--- src/rtl/espc_pkg.sv ---
// ----------------------------------------------------------------------------
// Engine start panel controller package
// Shared types and constants for the panel controller and its channels.
// ----------------------------------------------------------------------------
package espc_pkg;

   localparam int unsigned TickWidth    = 32;
   localparam int unsigned ElapsedWidth = TickWidth + 1;
   localparam int unsigned CsrIdxWidth  = 1;

   localparam logic [TickWidth-1:0] BrightReset = TickWidth'(60000);
   localparam logic [TickWidth-1:0] DimReset    = TickWidth'(60000);

   typedef enum logic [1:0] {
      OP_GLOW  = 2'd0,
      OP_START = 2'd1,
      OP_STOP  = 2'd2,
      OP_TICK  = 2'd3
   } op_type;

   typedef enum logic [1:0] {
      MODE_IDLE  = 2'd0,
      MODE_GLOW  = 2'd1,
      MODE_START = 2'd2,
      MODE_STOP  = 2'd3
   } mode_type;

   typedef enum logic [1:0] {
      PH_BRIGHT   = 2'd0,
      PH_DIM      = 2'd1,
      PH_DISABLED = 2'd2
   } phase_type;

   typedef logic [1:0] level_type;

   localparam level_type LV_OFF    = 2'd0;
   localparam level_type LV_DIM    = 2'd1;
   localparam level_type LV_BRIGHT = 2'd2;

   typedef enum logic [CsrIdxWidth-1:0] {
      CSR_BRIGHT_TICKS = 1'b0,
      CSR_DIM_TICKS    = 1'b1
   } csr_idx_type;

   typedef struct packed {
      logic      relay_panel;
      logic      relay_glow;
      logic      relay_start;
      logic      relay_stop;
      level_type led_power;
      level_type led_glow;
      level_type led_start;
      level_type led_stop;
      logic      fade;
   } rsp_type;

endpackage

--- src/rtl/espc_req_if.sv ---
// ----------------------------------------------------------------------------
// Panel event channel
// Carries button and tick events into the panel controller.
// ----------------------------------------------------------------------------
interface espc_req_if;
   import espc_pkg::*;

   logic   valid;
   logic   ready;
   op_type operation;
   logic   pressed;

   modport source (output valid, output operation, output pressed, input ready);
   modport sink   (input valid, input operation, input pressed, output ready);

endinterface

--- src/rtl/espc_rsp_if.sv ---
// ----------------------------------------------------------------------------
// Panel result channel
// Carries relay and LED levels out of the panel controller.
// ----------------------------------------------------------------------------
interface espc_rsp_if;
   import espc_pkg::*;

   logic      valid;
   logic      ready;
   logic      relay_panel;
   logic      relay_glow;
   logic      relay_start;
   logic      relay_stop;
   level_type led_power;
   level_type led_glow;
   level_type led_start;
   level_type led_stop;
   logic      fade;

   modport source (output valid, output relay_panel, output relay_glow,
                   output relay_start, output relay_stop, output led_power,
                   output led_glow, output led_start, output led_stop,
                   output fade, input ready);
   modport sink   (input valid, input relay_panel, input relay_glow,
                   input relay_start, input relay_stop, input led_power,
                   input led_glow, input led_start, input led_stop,
                   input fade, output ready);

endinterface

--- src/rtl/engine_start_panel_controller.sv ---
// ----------------------------------------------------------------------------
// Engine start panel controller
// Path: an accepted beat is held in the input register and decoded from there;
// its result beat (if any) goes into the result register that drives the result channel.
// Throughput: one event beat per cycle, limited only by the result channel.
// Reset: synchronous, active high; mode idle, phase bright, tick counter zero,
// both tick thresholds back to 60000.
// ----------------------------------------------------------------------------
module engine_start_panel_controller (
   input  logic                                   clock,
   input  logic                                   reset,
   espc_req_if.sink                               req_bus,
   espc_rsp_if.source                             rsp_bus,
   input  logic                                   csr_we,
   input  logic [espc_pkg::CsrIdxWidth-1:0]       csr_index,
   input  logic [espc_pkg::TickWidth-1:0]         csr_wdata
);
   import espc_pkg::*;

   // Idle LED levels follow the phase.
   function automatic rsp_type idle_result(input phase_type ph, input logic fd);
      rsp_type r;
      r = '0;
      unique case (ph)
         PH_BRIGHT: begin
            r.led_power = LV_BRIGHT;
            r.led_glow  = LV_BRIGHT;
            r.led_start = LV_BRIGHT;
            r.led_stop  = LV_BRIGHT;
         end
         PH_DIM: begin
            r.led_power = LV_DIM;
            r.led_glow  = LV_DIM;
            r.led_start = LV_DIM;
            r.led_stop  = LV_DIM;
         end
         default: begin
            r.led_power = LV_DIM;
            r.led_glow  = LV_OFF;
            r.led_start = LV_OFF;
            r.led_stop  = LV_DIM;
         end
      endcase
      r.fade = fd;
      return r;
   endfunction

   // Configuration. The bright-plus-dim sum is kept in its own register so
   // that the tick path only has to compare.
   logic [TickWidth-1:0]    bright_ff, dim_ff;
   logic [ElapsedWidth-1:0] total_ff;

   always_ff @(posedge clock) begin
      if (reset) begin
         bright_ff <= BrightReset;
         dim_ff    <= DimReset;
         total_ff  <= {1'b0, BrightReset} + {1'b0, DimReset};
      end else if (csr_we) begin
         unique case (csr_idx_type'(csr_index))
            CSR_BRIGHT_TICKS: begin
               bright_ff <= csr_wdata;
               total_ff  <= {1'b0, csr_wdata} + {1'b0, dim_ff};
            end
            CSR_DIM_TICKS: begin
               dim_ff   <= csr_wdata;
               total_ff <= {1'b0, bright_ff} + {1'b0, csr_wdata};
            end
            default: ;
         endcase
      end
   end

   // Input register. It refills in the same cycle it is drained, so a new
   // beat can come in every cycle while the result register keeps moving.
   logic   in_vld_ff;
   op_type in_op_ff;
   logic   in_pressed_ff;
   logic   out_vld_ff;
   logic   out_free;
   logic   fire;

   assign out_free      = !out_vld_ff || rsp_bus.ready;
   assign fire          = in_vld_ff && out_free;
   assign req_bus.ready = !in_vld_ff || out_free;

   always_ff @(posedge clock) begin
      if (reset) begin
         in_vld_ff <= 1'b0;
      end else if (req_bus.ready) begin
         in_vld_ff <= req_bus.valid;
      end
   end

   always_ff @(posedge clock) begin
      if (req_bus.valid && req_bus.ready) begin
         in_op_ff      <= req_bus.operation;
         in_pressed_ff <= req_bus.pressed;
      end
   end

   // Panel state.
   mode_type                mode_ff, mode_in;
   phase_type               phase_ff, phase_in;
   logic [ElapsedWidth-1:0] elapsed_ff, elapsed_in;

   always_ff @(posedge clock) begin
      if (reset) begin
         mode_ff    <= MODE_IDLE;
         phase_ff   <= PH_BRIGHT;
         elapsed_ff <= '0;
      end else begin
         mode_ff    <= mode_in;
         phase_ff   <= phase_in;
         elapsed_ff <= elapsed_in;
      end
   end

   // Event decode. A result is produced on every mode change, and on a phase
   // change while the panel sits idle.
   logic      hit;
   rsp_type   res;
   phase_type target;
   logic      enabled;

   assign enabled = (phase_ff != PH_DISABLED);

   always_comb begin
      mode_in    = mode_ff;
      phase_in   = phase_ff;
      elapsed_in = elapsed_ff;
      hit        = 1'b0;
      res        = '0;
      target     = PH_BRIGHT;
      if (fire) begin
         unique case (in_op_ff)
            OP_TICK: begin
               if (elapsed_ff != '1) begin
                  elapsed_in = elapsed_ff + ElapsedWidth'(1);
               end
               // Disabled wins when both thresholds are reached together.
               if (elapsed_in >= total_ff) begin
                  target = PH_DISABLED;
               end else if (elapsed_in >= {1'b0, bright_ff}) begin
                  target = PH_DIM;
               end else begin
                  target = PH_BRIGHT;
               end
               if (target > phase_ff) begin
                  phase_in = target;
                  if (mode_ff == MODE_IDLE) begin
                     hit = 1'b1;
                     res = idle_result(target, 1'b1);
                  end
               end
            end
            OP_GLOW: begin
               if (in_pressed_ff && mode_ff == MODE_IDLE && enabled) begin
                  hit             = 1'b1;
                  mode_in         = MODE_GLOW;
                  res.relay_panel = 1'b1;
                  res.relay_glow  = 1'b1;
                  res.led_glow    = LV_BRIGHT;
               end else if (!in_pressed_ff && mode_ff == MODE_GLOW) begin
                  hit     = 1'b1;
                  mode_in = MODE_IDLE;
                  res     = idle_result(phase_ff, 1'b0);
               end
            end
            OP_START: begin
               if (in_pressed_ff && mode_ff == MODE_IDLE && enabled) begin
                  hit             = 1'b1;
                  mode_in         = MODE_START;
                  res.relay_panel = 1'b1;
                  res.relay_glow  = 1'b1;
                  res.relay_start = 1'b1;
                  res.led_start   = LV_BRIGHT;
               end else if (!in_pressed_ff && mode_ff == MODE_START) begin
                  hit     = 1'b1;
                  mode_in = MODE_IDLE;
                  res     = idle_result(phase_ff, 1'b0);
               end
            end
            default: begin
               // Stop is honored in every phase.
               if (in_pressed_ff && mode_ff == MODE_IDLE) begin
                  hit            = 1'b1;
                  mode_in        = MODE_STOP;
                  res.relay_stop = 1'b1;
                  res.led_power  = (phase_ff == PH_BRIGHT) ? LV_BRIGHT : LV_DIM;
                  res.led_stop   = LV_BRIGHT;
               end else if (!in_pressed_ff && mode_ff == MODE_STOP) begin
                  hit     = 1'b1;
                  mode_in = MODE_IDLE;
                  res     = idle_result(phase_ff, 1'b0);
               end
            end
         endcase
      end
   end

   // Result register.
   rsp_type out_data_ff;

   always_ff @(posedge clock) begin
      if (reset) begin
         out_vld_ff <= 1'b0;
      end else if (out_free) begin
         out_vld_ff <= fire && hit;
      end
   end

   always_ff @(posedge clock) begin
      if (fire && hit) begin
         out_data_ff <= res;
      end
   end

   assign rsp_bus.valid       = out_vld_ff;
   assign rsp_bus.relay_panel = out_data_ff.relay_panel;
   assign rsp_bus.relay_glow  = out_data_ff.relay_glow;
   assign rsp_bus.relay_start = out_data_ff.relay_start;
   assign rsp_bus.relay_stop  = out_data_ff.relay_stop;
   assign rsp_bus.led_power   = out_data_ff.led_power;
   assign rsp_bus.led_glow    = out_data_ff.led_glow;
   assign rsp_bus.led_start   = out_data_ff.led_start;
   assign rsp_bus.led_stop    = out_data_ff.led_stop;
   assign rsp_bus.fade        = out_data_ff.fade;

endmodule

--- src/flat_wrapper.sv ---
// flat-port wrapper written by rule: the top's interface ports become plain ports
module engine_start_panel_controller_flat import espc_pkg::*;
  (clock, reset, csr_we, csr_index, csr_wdata, req_bus_valid, req_bus_operation, req_bus_pressed, req_bus_ready, rsp_bus_valid, rsp_bus_relay_panel, rsp_bus_relay_glow, rsp_bus_relay_start, rsp_bus_relay_stop, rsp_bus_led_power, rsp_bus_led_glow, rsp_bus_led_start, rsp_bus_led_stop, rsp_bus_fade, rsp_bus_ready);
  espc_req_if req_bus_i ();
  espc_rsp_if rsp_bus_i ();
  input  logic clock;
  input  logic reset;
  input  logic csr_we;
  input  logic [espc_pkg::CsrIdxWidth-1:0] csr_index;
  input  logic [espc_pkg::TickWidth-1:0] csr_wdata;
  input wire logic [$bits(req_bus_i.valid)-1:0] req_bus_valid;
  input wire logic [$bits(req_bus_i.operation)-1:0] req_bus_operation;
  input wire logic [$bits(req_bus_i.pressed)-1:0] req_bus_pressed;
  output wire logic [$bits(req_bus_i.ready)-1:0] req_bus_ready;
  output wire logic [$bits(rsp_bus_i.valid)-1:0] rsp_bus_valid;
  output wire logic [$bits(rsp_bus_i.relay_panel)-1:0] rsp_bus_relay_panel;
  output wire logic [$bits(rsp_bus_i.relay_glow)-1:0] rsp_bus_relay_glow;
  output wire logic [$bits(rsp_bus_i.relay_start)-1:0] rsp_bus_relay_start;
  output wire logic [$bits(rsp_bus_i.relay_stop)-1:0] rsp_bus_relay_stop;
  output wire logic [$bits(rsp_bus_i.led_power)-1:0] rsp_bus_led_power;
  output wire logic [$bits(rsp_bus_i.led_glow)-1:0] rsp_bus_led_glow;
  output wire logic [$bits(rsp_bus_i.led_start)-1:0] rsp_bus_led_start;
  output wire logic [$bits(rsp_bus_i.led_stop)-1:0] rsp_bus_led_stop;
  output wire logic [$bits(rsp_bus_i.fade)-1:0] rsp_bus_fade;
  input wire logic [$bits(rsp_bus_i.ready)-1:0] rsp_bus_ready;
  assign req_bus_i.valid = req_bus_valid;
  assign req_bus_i.operation = req_bus_operation;
  assign req_bus_i.pressed = req_bus_pressed;
  assign req_bus_ready = req_bus_i.ready;
  assign rsp_bus_valid = rsp_bus_i.valid;
  assign rsp_bus_relay_panel = rsp_bus_i.relay_panel;
  assign rsp_bus_relay_glow = rsp_bus_i.relay_glow;
  assign rsp_bus_relay_start = rsp_bus_i.relay_start;
  assign rsp_bus_relay_stop = rsp_bus_i.relay_stop;
  assign rsp_bus_led_power = rsp_bus_i.led_power;
  assign rsp_bus_led_glow = rsp_bus_i.led_glow;
  assign rsp_bus_led_start = rsp_bus_i.led_start;
  assign rsp_bus_led_stop = rsp_bus_i.led_stop;
  assign rsp_bus_fade = rsp_bus_i.fade;
  assign rsp_bus_i.ready = rsp_bus_ready;
  engine_start_panel_controller u_core (.clock(clock), .reset(reset), .req_bus(req_bus_i), .rsp_bus(rsp_bus_i), .csr_we(csr_we), .csr_index(csr_index), .csr_wdata(csr_wdata));
endmodule
--- config.mk ---
export PLATFORM = sky130hd
export DESIGN_NAME = engine_start_panel_controller_flat
export DESIGN_NICKNAME = d
export VERILOG_FILES = /design/src/rtl/espc_pkg.sv /design/src/rtl/espc_req_if.sv /design/src/rtl/espc_rsp_if.sv /design/src/rtl/engine_start_panel_controller.sv /design/src/flat_wrapper.sv
export SDC_FILE = /design/constraint.sdc
export NUM_CORES = 1
export LEC_CHECK = 0
export ABC_AREA = 1
export CELL_PAD_IN_SITES_DETAIL_PLACEMENT = 0
export CELL_PAD_IN_SITES_GLOBAL_PLACEMENT = 2
export CORE_MARGIN = 3
export CORE_UTILIZATION = 40
export DETAILED_ROUTE_END_ITERATION = 10
export DONT_BUFFER_PORTS = 1
export PLACE_DENSITY = 0.91
export SLEW_MARGIN = 40
export SYNTH_ARGS = -nofsm -noshare
export SYNTH_HDL_FRONTEND = slang
export SYNTH_SLANG_ARGS = --single-unit
--- constraint.sdc ---
create_clock -name clock -period 7.12 [get_ports clock]
set_input_delay 1.068 -clock clock [delete_from_list [all_inputs] [get_ports clock]]
set_output_delay 1.068 -clock clock [all_outputs]
set_load 0.1 [all_outputs]
==> results of run 1 <==
flip-flops by register name, summed over array words and instances (netlist names), 2 cells and up:
| signal | flops |
|---|---|
| u_core.dim_ff | 32 |
| u_core.bright_ff | 32 |
| u_core.elapsed_ff | 33 |
| u_core.rsp_bus.led_start | 2 |
| u_core.mode_ff | 2 |
| u_core.rsp_bus.led_stop | 2 |
| u_core.rsp_bus.led_power | 2 |
| u_core.in_op_ff | 2 |
| u_core.total_ff | 33 |
| u_core.phase_ff | 2 |
layout by cell type (no fill, tap or decap), drive strengths merged, types with 5 or more instances in the layout:
cell type,Yosys,layout
nand2,296,296
inv,240,248
o21ai,170,170
a21oi,154,154
nor2,151,151
dfxtp,136,136
ha,100,100
nand3,60,60
nor3,35,35
nand4,28,28
xor2,25,25
clkbuf,39,20
o21bai,18,18
o211ai,16,16
nor4,15,15
edfxtp,14,14
a21o,11,11
xnor2,10,10
buf,10,9
clkinv,3,6
a211oi,5,5
synthesized netlist by cell type, drive strengths merged:
cell       n
o21ai    170
nand3     60
o21bai    18
a41oi      1
nor4      15
fa         1
or2        3
clkinv     3
nand3b     1
buf       10
a21o      11
a211oi     5
a21oi    154
o21a       2
clkbuf    39
edfxtp    14
a31oi      3
xor2      25
inv      240
nand4     28
o211ai    16
xnor2     10
nor3      35
o2111ai    1
a21boi     3
nor2     151
ha       100
dfxtp    136
nand2    296
metrics by stage:
stage | power (mW) | util | setup WS (ns) | cell area [µm²] | instances
3_3_place_gp | 1.447 | 0.4245 | 1.944 | 10840 | 1839
2_1_floorplan | 1.327 | - | 3.029 | 10530 | 1551
6_report | 2.297 | 0.4498 | 1.990 | 11490 | 1874
4_1_cts | 2.323 | 0.4486 | 1.792 | 11460 | 1873
3_5_place_dp | 1.449 | 0.4269 | 1.808 | 10900 | 1841
5_1_grt | 2.436 | 0.4498 | 1.528 | 11490 | 1874
critical path: cells and delay by family (launching register included):
family,cells,cell delay (ns)
and+or+nand+nor,21,2.51
AOI/OAI and AO/OA,3,0.62
adders and majority gates,3,0.84
buffers and inverters,3,0.44
DFF,1,0.38
layout make-up:
cell class	count	area (µm²)
fill	2669	14050
multi-input combinational	1109	6292
sequential	150	3144
inverter	243	912.1
clock buffer	19	442.9
tap	330	412.9
timing repair buffer	10	172.7
clock inverter	13	112.6
cell families after synthesis:
family	share of synthesized area
flip-flops	0.2984
buffers and inverters	0.1051
AND/OR/NAND/NOR	0.2476
adder cells (fa/ha/maj)	0.1207
AO/OA/AOI/OAI	0.1984
XOR/XNOR	0.02982
per-layer routing:
| metal | track usage | vias to the layer above | share of wire |
|---|---|---|---|
| li1 | - | 5088 | - |
| met4 | 0.05870 | 0 | 0.018 |
| met1 | 0.3057 | 4369 | 0.51 |
| met5 | 0 | - | 0 |
| met2 | 0.3349 | 186 | 0.44 |
| met3 | 0.03405 | 38 | 0.035 |
final timing paths:
kind	slack (ns)	cells after the start	start	endpoint
worst max register to register	1.99	30	u_core.elapsed_ff[1]	u_core.rsp_bus.led_start[0]
worst min register to register	0.47	2	u_core.total_ff[16]	u_core.total_ff[16]
worst min-delay path	0.47	2	u_core.total_ff[16]	u_core.total_ff[16]
worst max-delay path	1.99	30	u_core.elapsed_ff[1]	u_core.rsp_bus.led_start[0]
power breakdown:
| group | switching, mW | internal [mW] |
|---|---|---|
| clock network | 0.397 | 0.465 |
| logic | 0.326 | 0.164 |
| registers | 0.0383 | 0.907 |
==> impl_summary.log, run 1 <==
[metrics] worst slack on hold paths: 0.4725 ns
[metrics] Data arrival, critical path: 5.22 ns
[metrics] Area contributors post-synth: sky130_fd_sc_hd__dfxtp_1 (26%), sky130_fd_sc_hd__ha_1 (12%), sky130_fd_sc_hd__nand2_1 (10%)
[metrics] worst path required time: 7.21 ns
[metrics] number of global-route vias before repair: 9354
[metrics] average via count per standard cell: 5.166
[metrics] latest clock arrival within the worst-skew pair: 0.44 ns
[metrics] clock transition time at the flip-flop clock pins of the worst setup and hold paths: 0.07 ns
[metrics] final worst path period need: 5.130 ns
[metrics] result of the run: completed
[metrics] total global routing track utilization: 0.2138
[metrics] setup violators final: 0
[metrics] area fraction of the dominant cell type after synthesis: 0.2585
[metrics] Peak Freq: 194.9 MHz
[metrics] remaining number of nets flagged by the antenna check after routing: 0
[metrics] average cell area after synthesis: 6.791 µm²
[metrics] remaining design rule violation count: 0
[metrics] power density relative to cell area: 199.9 nW/µm²
[metrics] maximum clock insertion buffer count: 2
[metrics] I/O pin total: 56
[metrics] global-route wire length before repair: 48840 µm
[metrics] post-synthesis cell count: 1551
[metrics] slowest CP cell: sky130_fd_sc_hd__dfxtp_1
[metrics] H-tree levels: 4
[metrics] clock buffer count from CTS: 17
[metrics] post-synthesis cell type count: 48
[metrics] final setup skew: 0.01939 ns
[metrics] layout cells sized above 1: 0.06088
[metrics] Total Die Area: 28310 µm²
[metrics] Placeable Area: 25540 µm²
[metrics] yosys warns: 0
[metrics] class of the tightest hold or removal check: flop to flop
[metrics] number of antenna violations at the first check in global routing: 0
[metrics] vias after detailed routing: 9681
[metrics] max capacitance violation total: 0
[metrics] synthesized net count: 1693
[metrics] overall die width: 168.3 µm
[metrics] setup TNS: 0 ns
[metrics] leakage dissipation: 5.606 nW
[metrics] initial core utilization: 0.4123
[metrics] total length of routed wires: 29910 µm
[metrics] area growth from synthesis to layout: 9.088%
[metrics] worst-path fanout max: 11
[metrics] worst vdd rail ir drop: 0.1415 mV
[metrics] DR WL/cell: 15.96 µm
[metrics] antenna diode count: 0
[metrics] Post-CTS Resized: 0
[metrics] gr ovfl total: 0
[metrics] fin crit share: 0.7205
[metrics] relative slew slack: 0.4028
[metrics] clock tree from TritonCTS: yes
[metrics] CP max stage delay: 0.38 ns
[metrics] overall die height: 168.3 µm
[metrics] Sink Count: 150
[metrics] drt first-iter violations: 607
[metrics] top cell type by total area after synthesis: sky130_fd_sc_hd__dfxtp_1
[metrics] number of hold violations in the final report: 0
[metrics] DPL Wire Length: 23430 µm
[metrics] setup repair after global routing missed its margin: no
[metrics] Worst-Margin Slew: 0.8976 ns
[metrics] area of the mapped netlist: 10530 µm²
[metrics] largest net degree at the start of global routing: 74
[metrics] master cell of the clock root buffer: sky130_fd_sc_hd__clkbuf_16
[metrics] most prevalent standard cell on the critical path: sky130_fd_sc_hd__nand2_1
[metrics] kind of end point of the critical path: flop
[metrics] drt first pass iters: 5
[metrics] buffers inserted during post-CTS setup optimization: 0
[metrics] Final #Nets: 1673
[metrics] CP startpoint kind: flop
[metrics] weighted congestion at the end of routability-driven global placement: 0.8725
[metrics] hold buffer count at CTS: 0
[metrics] class of the most critical setup path: flop to flop
[metrics] Slew Viols, Final: 0
[metrics] flop and latch count out of synthesis: 150
[metrics] placement row count: 58
[metrics] portion of the post-synthesis area used by sequential elements: 0.2984
[metrics] count of buffers from port buffering: 0
Power figures use the tool's default switching activity.
==> run 2: changes to the inputs <==
--- a/config.mk
+++ b/config.mk
@@ -5,14 +5,14 @@
 export SDC_FILE = /design/constraint.sdc
 export NUM_CORES = 1
 export LEC_CHECK = 0
-export ABC_AREA = 1
+export ABC_AREA = 0
 export CELL_PAD_IN_SITES_DETAIL_PLACEMENT = 0
 export CELL_PAD_IN_SITES_GLOBAL_PLACEMENT = 2
 export CORE_MARGIN = 3
 export CORE_UTILIZATION = 40
 export DETAILED_ROUTE_END_ITERATION = 10
 export DONT_BUFFER_PORTS = 1
-export PLACE_DENSITY = 0.91
+export PLACE_DENSITY = 0.86
 export SLEW_MARGIN = 40
 export SYNTH_ARGS = -nofsm -noshare
 export SYNTH_HDL_FRONTEND = slang
==> constraint.sdc (replaced) <==
create_clock -name clock -period 5 [get_ports clock]
set_input_delay 0.75 -clock clock [delete_from_list [all_inputs] [get_ports clock]]
set_output_delay 0.75 -clock clock [all_outputs]
set_load 0.1 [all_outputs]
==> run 2 against run 1 <==
Compared with the run above:
- utilization rose by 2.3 points
- maximum frequency rose by 7.3%
- cell area fell by 1.7%
- final cell count fell by 17%
- clock power rose by 47%
- power rose by 33%
- critical path type unchanged
- critical endpoint unchanged
==> impl_summary.log, run 2 <==
[metrics] result of the run: completed (unchanged)
[metrics] top cells by instance count after synthesis: sky130_fd_sc_hd__nand2_1 (181), sky130_fd_sc_hd__dfxtp_1 (136), sky130_fd_sc_hd__a21oi_1 (105) (was sky130_fd_sc_hd__nand2_1 (287), sky130_fd_sc_hd__inv_1 (231), sky130_fd_sc_hd__o21ai_0 (154))
[metrics] Placeable Area: 23890 µm² (was 25540 µm²)
[metrics] leakage dissipation: 4.881 nW (was 5.606 nW)
[metrics] overall die height: 163.4 µm (was 168.3 µm)
[metrics] final setup skew: 0.01166 ns (was 0.01939 ns)
[metrics] fillers: 2335 (was 2669)
[metrics] part of the power in combinational logic: 0.150 (was 0.213)
[metrics] fin crit share: 0.9558 (was 0.7205)
[metrics] Area contributors post-synth: sky130_fd_sc_hd__dfxtp_1 (27%), sky130_fd_sc_hd__ha_1 (13%), sky130_fd_sc_hd__nand2_1 (6.9%) (was sky130_fd_sc_hd__dfxtp_1 (26%), sky130_fd_sc_hd__ha_1 (12%), sky130_fd_sc_hd__nand2_1 (10%))
[metrics] R2R cell count: 25 (was 30)
[metrics] gr ovfl total: 0 (unchanged)
[metrics] count of buffers from port buffering: 0 (unchanged)
[metrics] area fraction of the dominant cell type after synthesis: 0.2747 (was 0.2585)
[metrics] number of antenna violations at the first check in global routing: 0 (unchanged)
[metrics] global-route wire length before repair: 41690 µm (was 48840 µm)
[metrics] max capacitance violation total: 0 (unchanged)
[metrics] relative slew slack: 0.4087 (was 0.4028)
[metrics] Critical R2R Capture: u_core.rsp_bus.led_start[0] (unchanged)
[metrics] storage element area: 3147 µm² (was 3144 µm²)
[metrics] portion of the post-synthesis area used by sequential elements: 0.3171 (was 0.2984)
[metrics] multi-input logic area: 6324 µm² (was 6292 µm²)
[metrics] largest registers ranked by flip-flop count: u_core.elapsed_ff (33), u_core.total_ff (33) (unchanged)
[metrics] overall die width: 163.4 µm (was 168.3 µm)
[metrics] final cell count without fillers: 1551 (was 1874)
[metrics] most instantiated library cell after synthesis: sky130_fd_sc_hd__nand2_1 (unchanged)
[metrics] area of the mapped netlist: 9912 µm² (was 10530 µm²)
[metrics] Worst-Margin Slew: 0.8888 ns (was 0.8976 ns)
[metrics] yosys warns: 0 (unchanged)
[metrics] Cells after DPL: 1514 (was 1841)
[metrics] flop and latch count out of synthesis: 150 (unchanged)
[metrics] Peak Freq: 209.3 MHz (was 194.9 MHz)
[metrics] kind of end point of the critical path: flop (unchanged)
[metrics] area growth from synthesis to layout: 13.99% (was 9.088%)
[metrics] reg2reg setup slack: 0.22 ns (was 1.99 ns)
[metrics] Final #Nets: 1361 (was 1673)
[metrics] clock network power share: 0.417 (was 0.375)
[metrics] number of hold violations in the final report: 0 (unchanged)
[metrics] average via count per standard cell: 5.259 (was 5.166)
[metrics] I/O pin total: 56 (unchanged)
[metrics] worst-path fanout max: 11 (unchanged)
[metrics] H-tree levels: 4 (unchanged)
[metrics] remaining number of nets flagged by the antenna check after routing: 0 (unchanged)
[metrics] weighted congestion at the end of routability-driven global placement: 0.8543 (was 0.8725)
[metrics] EDFF count, synth: 14 (unchanged)
[metrics] CP startpoint kind: flop (unchanged)
[metrics] drt first pass iters: 5 (unchanged)
[metrics] minimum setup slack after placement: -0.07044 ns (was 1.808 ns)
[metrics] clock tree from TritonCTS: yes (unchanged)
[metrics] most common cell after layout, fill and taps aside: sky130_fd_sc_hd__nand2_1 (unchanged)
[metrics] latest clock arrival within the worst-skew pair: 0.42 ns (was 0.44 ns)
[metrics] internal power component: 2.189 mW (was 1.536 mW)
[metrics] Sink Count: 150 (unchanged)
[metrics] vias after detailed routing: 8157 (was 9681)
[metrics] setup repair after global routing missed its margin: no (unchanged)
[metrics] antenna diode count: 0 (unchanged)
[metrics] startpoint of the worst hold path: reset (was u_core.total_ff[16])
[metrics] Seq pwr share: 0.433 (was 0.411)
[metrics] DPL Wire Length: 18750 µm (was 23430 µm)
[metrics] total length of routed wires: 25450 µm (was 29910 µm)
[metrics] sw frac: 0.2809 (was 0.3314)
[metrics] share of flip-flops with an asynchronous set or reset after synthesis: 0 (unchanged)
[metrics] clock buffer count from CTS: 17 (unchanged)
[metrics] hold buffer count at CTS: 0 (unchanged)
[metrics] Slew Viols, Final: 0 (unchanged)
[metrics] initial core utilization: 0.4149 (was 0.4123)
[metrics] remaining design rule violation count: 0 (unchanged)
[metrics] final worst path period need: 4.779 ns (was 5.130 ns)
[metrics] placement row count: 56 (was 58)
[metrics] worst hold endpoint: u_core.dim_ff[18] (was u_core.total_ff[16])
[metrics] Total Die Area: 26700 µm² (was 28310 µm²)
[metrics] power density relative to cell area: 269.5 nW/µm² (was 199.9 nW/µm²)
[metrics] Data arrival, critical path: 4.92 ns (was 5.22 ns)
[metrics] total global routing track utilization: 0.1937 (was 0.2138)
[metrics] Worst Slack Setup Final: 0.2212 ns (was 1.990 ns)
[metrics] number of global-route vias before repair: 7900 (was 9354)
[metrics] number of cells on the worst hold path: 1 (was 2)
[metrics] average cell area after synthesis: 8.226 µm² (was 6.791 µm²)
[metrics] launching point of the worst reg2reg path: u_core.elapsed_ff[1] (unchanged)
[metrics] setup violators final: 0 (unchanged)
[metrics] class of the tightest hold or removal check: primary input to flop (was flop to flop)
[metrics] ys flop type: sky130_fd_sc_hd__dfxtp_1 (unchanged)
[metrics] master cell of the clock root buffer: sky130_fd_sc_hd__clkbuf_16 (unchanged)
[metrics] class of the most critical setup path: flop to flop (unchanged)
[metrics] DR WL/cell: 16.41 µm (was 15.96 µm)
[metrics] worst vdd rail ir drop: 0.1927 mV (was 0.1415 mV)
[metrics] drt first-iter violations: 463 (was 607)
[metrics] switching power summed over all nets: 855.2 µW (was 761.2 µW)
[metrics] synthesized net count: 1347 (was 1693)
[metrics] layout cells sized above 1: 0.1404 (was 0.06088)
[metrics] post-synthesis cell type count: 81 (was 48)
[metrics] post-synthesis cell count: 1205 (was 1551)
[metrics] worst path required time: 5.14 ns (was 7.21 ns)
[metrics] top library cells by usage in the layout, fill and taps aside: sky130_fd_sc_hd__nand2_1 (179), sky130_fd_sc_hd__dfxtp_1 (133), sky130_fd_sc_hd__a21oi_1 (103) (was sky130_fd_sc_hd__nand2_1 (287), sky130_fd_sc_hd__inv_1 (230), sky130_fd_sc_hd__o21ai_0 (154))
[metrics] clock transition time at the flip-flop clock pins of the worst setup and hold paths: 0.06 ns (was 0.07 ns)
[metrics] maximum clock insertion buffer count: 2 (unchanged)
[metrics] largest net degree at the start of global routing: 122 (was 74)
[metrics] top cell type by total area after synthesis: sky130_fd_sc_hd__dfxtp_1 (unchanged)
==> run 2: cell count changes after synthesis, sizes merged, moves of 17 or more <==
cell | previous run | this run
inv | 240 | 85
o21ai | 170 | 35
nand2 | 296 | 182
nor2 | 151 | 90
a21oi | 154 | 105
mux2 | 0 | 33
xnor2 | 10 | 42
a21o | 11 | 38
nand3 | 60 | 35
nor3 | 35 | 18
==> run 2: cells by family (layout without fill, tap and decap cells) <==
| kind of cell | count (synthesis) | after routing | synth area share |
|---|---|---|---|
| and+or+nand+nor | 427 | 427 | 0.2076 |
| muxes | 46 | 46 | 0.05062 |
| adders and majority gates | 101 | 101 | 0.1283 |
| DFF | 150 | 150 | 0.3171 |
| AOI/OAI and AO/OA | 259 | 259 | 0.1675 |
| buffers and inverters | 145 | 172 | 0.06084 |
| xor gates and xnor gates | 77 | 77 | 0.06804 |
==> run 2: worst max-delay path: stages, from the launching register on <==
cell and delay [ns]:
sky130_fd_sc_hd__dfxtp_2 0.35, sky130_fd_sc_hd__ha_4 0.15, sky130_fd_sc_hd__nand2_2 0.05, sky130_fd_sc_hd__or4_4 0.53
sky130_fd_sc_hd__nor2_8 0.11, sky130_fd_sc_hd__buf_6 0.13, sky130_fd_sc_hd__nand2b_4 0.10, sky130_fd_sc_hd__nor3_4 0.21
sky130_fd_sc_hd__nand3_2 0.12, sky130_fd_sc_hd__xnor2_2 0.16, sky130_fd_sc_hd__ha_1 0.30, sky130_fd_sc_hd__a21o_1 0.16
sky130_fd_sc_hd__a21o_1 0.18, sky130_fd_sc_hd__a21oi_2 0.14, sky130_fd_sc_hd__and3b_2 0.22, sky130_fd_sc_hd__o211ai_1 0.14
sky130_fd_sc_hd__a31o_2 0.25, sky130_fd_sc_hd__nand2b_1 0.16, sky130_fd_sc_hd__ha_1 0.32, sky130_fd_sc_hd__a21oi_2 0.11
sky130_fd_sc_hd__o21ai_1 0.08, sky130_fd_sc_hd__nand2b_4 0.16, sky130_fd_sc_hd__nand2_1 0.07, sky130_fd_sc_hd__nand2_1 0.07
sky130_fd_sc_hd__inv_2 0.08, sky130_fd_sc_hd__buf_12 0.12
==> run 2: what timing repair did <==
action,CTS,global route
setup buffers,0,5
pin swaps,1,15
resized for setup,9,27
endpoints found under the setup margin,16,22
==> run 2: area by class of cell <==
cell class | count | share of cell area
multi-input cells | 910 | 0.5597
repair buffers | 54 | 0.04684
clock buffers | 20 | 0.04053
inverters | 86 | 0.02868
clock inverters | 12 | 0.01041
flip-flops and latches | 150 | 0.2785
well taps | 319 | 0.03533
==> run 2: worst max-delay path by stage <==
stage                                        endpoint  slack (ns)             startpoint
after floorplan                   u_core.rsp_bus.fade        0.14   u_core.elapsed_ff[0]
after global placement    u_core.rsp_bus.led_start[1]        0.04   u_core.elapsed_ff[0]
after detailed placement   u_core.rsp_bus.led_stop[1]       -0.07   u_core.elapsed_ff[0]
after CTS                  u_core.rsp_bus.led_stop[0]       0.008   u_core.elapsed_ff[0]
after global routing      u_core.rsp_bus.led_start[0]        0.01  u_core.elapsed_ff[24]
final                     u_core.rsp_bus.led_start[0]        0.22   u_core.elapsed_ff[1]
==> run 2: power groups by stage <==
| stage | registers (mW) | logic [mW] | clock network, mW |
|---|---|---|---|
| after floorplan | 1.34 | 0.362 | 0 |
| after global placement | 1.35 | 0.435 | 0 |
| after detailed placement | 1.35 | 0.445 | 0 |
| after CTS | 1.32 | 0.452 | 1.30 |
| after global routing | 1.33 | 0.514 | 1.35 |
| final | 1.32 | 0.456 | 1.27 |
==> run 2: through the flow <==
stage / utilization / area (µm²) / power, mW / hold WS (ns) / TNS [ns]
global placement: 0.4365 / 10430 / 1.782 / 0.4371 / 0
CTS: 0.4665 / 11150 / 3.070 / 0.3729 / 0
finish: 0.4729 / 11300 / 3.044 / 0.3926 / 0
floorplan: - / 9912 / 1.701 / 0.4254 / 0
global route: 0.4729 / 11300 / 3.190 / 0.3617 / 0
detailed placement: 0.4407 / 10530 / 1.791 / 0.4395 / -0.7420
==> run 2: metal layers <==
metal | GRT usage | vias up | wire (µm)
met4 | 0.03960 | 0 | 221
met3 | 0.03145 | 17 | 885
met1 | 0.2889 | 3756 | 13360
met5 | 0 | - | 0
met2 | 0.2948 | 156 | 10980
li1 | - | 4228 | -
==> run 3: changes to the inputs <==
--- a/config.mk
+++ b/config.mk
@@ -6,13 +6,13 @@
 export NUM_CORES = 1
 export LEC_CHECK = 0
 export ABC_AREA = 0
+export BUFFER_PORTS_ARGS = -buffer_cell sky130_fd_sc_hd__buf_4
 export CELL_PAD_IN_SITES_DETAIL_PLACEMENT = 0
 export CELL_PAD_IN_SITES_GLOBAL_PLACEMENT = 2
 export CORE_MARGIN = 3
-export CORE_UTILIZATION = 40
+export CORE_UTILIZATION = 38
 export DETAILED_ROUTE_END_ITERATION = 10
-export DONT_BUFFER_PORTS = 1
-export PLACE_DENSITY = 0.86
+export PLACE_DENSITY_LB_ADDON = 0.1
 export SLEW_MARGIN = 40
 export SYNTH_ARGS = -nofsm -noshare
 export SYNTH_HDL_FRONTEND = slang
==> run 3 against run 2 <==
Compared with the run above:
- register-to-register slack got worse by 0.03 ns
- clock skew grew 0.0016 ns
- wire length increased by 6.5%
- setup slack got worse by 0.030 ns
- final cell count is 4.4% higher
- largest power group is now clock
- highest routed layer unchanged
- worst hold slack better by 0.062 ns
==> impl_summary.log, run 3 (same netlist as run 2, synthesis figures left out) <==
[metrics] layout cells sized above 1: 0.1800 (was 0.1404)
[metrics] Total Die Area: 28060 µm² (was 26700 µm²)
[metrics] clock tree from TritonCTS: yes (unchanged)
[metrics] global-route wire length before repair: 43900 µm (was 41690 µm)
[metrics] number of hold violations in the final report: 0 (unchanged)
[metrics] setup violators final: 0 (unchanged)
[metrics] class of the most critical setup path: flop to flop (unchanged)
[metrics] number of global-route vias before repair: 8004 (was 7900)
[metrics] CP startpoint kind: flop (unchanged)
[metrics] worst vdd rail ir drop: 0.2104 mV (was 0.1927 mV)
[metrics] startpoint of the worst hold path: u_core.dim_ff[3] (was reset)
[metrics] power density relative to cell area: 274.4 nW/µm² (was 269.5 nW/µm²)
[metrics] Final #Nets: 1418 (was 1361)
[metrics] maximum clock insertion buffer count: 2 (unchanged)
[metrics] total length of routed wires: 27100 µm (was 25450 µm)
[metrics] largest registers ranked by flip-flop count: u_core.elapsed_ff (33), u_core.total_ff (33) (unchanged)
[metrics] clock buffer count from CTS: 17 (unchanged)
[metrics] overall die height: 167.5 µm (was 163.4 µm)
[metrics] antenna diode count: 0 (unchanged)
[metrics] max capacitance violation total: 0 (unchanged)
[metrics] DPL Wire Length: 20540 µm (was 18750 µm)
[metrics] leakage dissipation: 5.152 nW (was 4.881 nW)
[metrics] count of buffers from port buffering: 55 (was 0)
[metrics] drt first pass iters: 5 (unchanged)
[metrics] worst path required time: 5.14 ns (about the same)
[metrics] master cell of the clock root buffer: sky130_fd_sc_hd__clkbuf_16 (unchanged)
[metrics] class of the tightest hold or removal check: flop to flop (was primary input to flop)
[metrics] vias after detailed routing: 8278 (was 8157)
[metrics] Slew Viols, Final: 0 (unchanged)
[metrics] Placeable Area: 25400 µm² (was 23890 µm²)
[metrics] area growth from synthesis to layout: 17.65% (was 13.99%)
[metrics] Sink Count: 150 (unchanged)
[metrics] R2R cell count: 24 (was 25)
[metrics] I/O pin total: 56 (unchanged)
[metrics] Worst-Margin Slew: 0.6991 ns (was 0.8888 ns)
[metrics] termination of the worst setup path: u_core.rsp_bus.led_power[0] (was u_core.rsp_bus.led_start[0])
[metrics] setup TNS: 0 ns (unchanged)
[metrics] Cells after DPL: 1582 (was 1514)
[metrics] largest net degree at the start of global routing: 82 (was 122)
[metrics] kind of end point of the critical path: flop (unchanged)
[metrics] top library cells by usage in the layout, fill and taps aside: sky130_fd_sc_hd__nand2_1 (181), sky130_fd_sc_hd__dfxtp_1 (135), sky130_fd_sc_hd__buf_4 (109) (was sky130_fd_sc_hd__nand2_1 (179), sky130_fd_sc_hd__dfxtp_1 (133), sky130_fd_sc_hd__a21oi_1 (103))
[metrics] number of cells on the worst hold path: 2 (was 1)
[metrics] remaining design rule violation count: 0 (unchanged)
[metrics] Data arrival, critical path: 4.95 ns (was 4.92 ns)
[metrics] overall die width: 167.5 µm (was 163.4 µm)
[metrics] launching point of the worst reg2reg path: u_core.elapsed_ff[0] (was u_core.elapsed_ff[1])
[metrics] H-tree levels: 4 (unchanged)
[metrics] clock transition time at the flip-flop clock pins of the worst setup and hold paths: 0.07 ns (was 0.06 ns)
[metrics] total global routing track utilization: 0.1951 (was 0.1937)
[metrics] gr ovfl total: 0 (unchanged)
[metrics] result of the run: completed (unchanged)
[metrics] fin crit share: 0.9618 (was 0.9558)
[metrics] average via count per standard cell: 5.113 (was 5.259)
[metrics] remaining number of nets flagged by the antenna check after routing: 0 (unchanged)
[metrics] worst setup path startpoint: u_core.elapsed_ff[0] (was u_core.elapsed_ff[1])
[metrics] DR WL/cell: 16.74 µm (was 16.41 µm)
[metrics] relative slew slack: 0.5296 (was 0.4087)
[metrics] most common cell after layout, fill and taps aside: sky130_fd_sc_hd__nand2_1 (unchanged)
[metrics] placement row count: 58 (was 56)
[metrics] Critical R2R Capture: u_core.rsp_bus.led_power[0] (was u_core.rsp_bus.led_start[0])
[metrics] reg2reg setup slack: 0.19 ns (was 0.22 ns)
[metrics] setup repair after global routing missed its margin: no (unchanged)
[metrics] hold buffer count at CTS: 0 (unchanged)
[metrics] final cell count without fillers: 1619 (was 1551)
[metrics] Peak Freq: 207.9 MHz (was 209.3 MHz)
[metrics] initial core utilization: 0.3902 (was 0.4149)
[metrics] number of antenna violations at the first check in global routing: 0 (unchanged)
[metrics] latest clock arrival within the worst-skew pair: 0.43 ns (was 0.42 ns)
[metrics] worst-path fanout max: 11 (unchanged)
[metrics] drt first-iter violations: 426 (was 463)
[metrics] final setup skew: 0.01329 ns (was 0.01166 ns)
[metrics] final worst path period need: 4.809 ns (was 4.779 ns)
[metrics] weighted congestion at the end of routability-driven global placement: 0.7995 (was 0.8543)
run 3: cell type report:
| class | instances | area [µm²] |
|---|---|---|
| fillers | 2618 | 13740 |
| multi-input cells | 910 | 6326 |
| flip-flops and latches | 150 | 3144 |
| repair buffers | 111 | 849.6 |
| clock buffers | 18 | 429.2 |
| well taps | 330 | 412.9 |
| inverters | 86 | 322.8 |
| clock inverters | 14 | 176.4 |
run 3: how the worst min path moves through the flow:
stage | endpoint | slack (ns)
5_1_grt | u_core.total_ff[31] | 0.47
3_3_place_gp | u_core.total_ff[31] | 0.44
3_5_place_dp | u_core.dim_ff[3] | 0.45
2_1_floorplan | u_core.total_ff[31] | 0.43
6_report | u_core.dim_ff[3] | 0.46
4_1_cts | u_core.total_ff[31] | 0.46
run 3: metrics by stage:
step	util	setup WS [ns]	power (mW)	area, µm²	hold WS, ns
CTS	0.4525	0.01894	3.228	11490	0.4570
floorplan	-	0.1432	1.701	9912	0.4254
detailed placement	0.4276	-0.09651	1.870	10860	0.4473
finish	0.4591	0.1910	3.200	11660	0.4550
global route	0.4591	0.003617	3.356	11660	0.4748
global placement	0.4274	-0.08457	1.869	10860	0.4416
run 3: repair_timing:
item | in CTS | in global routing
setup buffers | 0 | 5
resized for setup | 5 | 31
endpoints found under the setup margin | 17 | 22
pin swaps | 0 | 20
run 3: power by group:
group          total, mW  leakage [nW]  switching [mW]  internal [mW]
registers           1.30          1.24          0.0307           1.27
clock network       1.35         0.291           0.558          0.790
logic              0.550          3.62           0.334          0.215
run 3: critical path, cell delays in order, from the launching register on:
cell                       delay, ns
sky130_fd_sc_hd__dfxtp_2        0.33
sky130_fd_sc_hd__ha_2           0.19
sky130_fd_sc_hd__nand2_2        0.07
sky130_fd_sc_hd__or4_4          0.52
sky130_fd_sc_hd__nor2_8         0.13
sky130_fd_sc_hd__and2_4         0.19
sky130_fd_sc_hd__buf_4          0.13
sky130_fd_sc_hd__nor2_1         0.05
sky130_fd_sc_hd__xor2_1         0.29
sky130_fd_sc_hd__ha_1           0.31
sky130_fd_sc_hd__a21o_1         0.16
sky130_fd_sc_hd__a21o_1         0.18
sky130_fd_sc_hd__a221o_1        0.32
sky130_fd_sc_hd__a221o_1        0.32
sky130_fd_sc_hd__nand2_1        0.07
sky130_fd_sc_hd__o211ai_1       0.14
sky130_fd_sc_hd__nand2b_1       0.15
sky130_fd_sc_hd__ha_1           0.24
sky130_fd_sc_hd__a21oi_1        0.14
sky130_fd_sc_hd__o21ai_1        0.09
sky130_fd_sc_hd__nand2b_4       0.16
sky130_fd_sc_hd__nand2_1        0.07
sky130_fd_sc_hd__nand2_1        0.07
sky130_fd_sc_hd__inv_2          0.08
sky130_fd_sc_hd__buf_12         0.12
run 3: layer usage:
layer,track usage,share of wire,vias to the layer above
met3,0.02786,0.022,13
li1,-,-,4333
met5,0,0,-
met1,0.2969,0.54,3830
met2,0.2952,0.43,102
met4,0.03735,0.0063,0
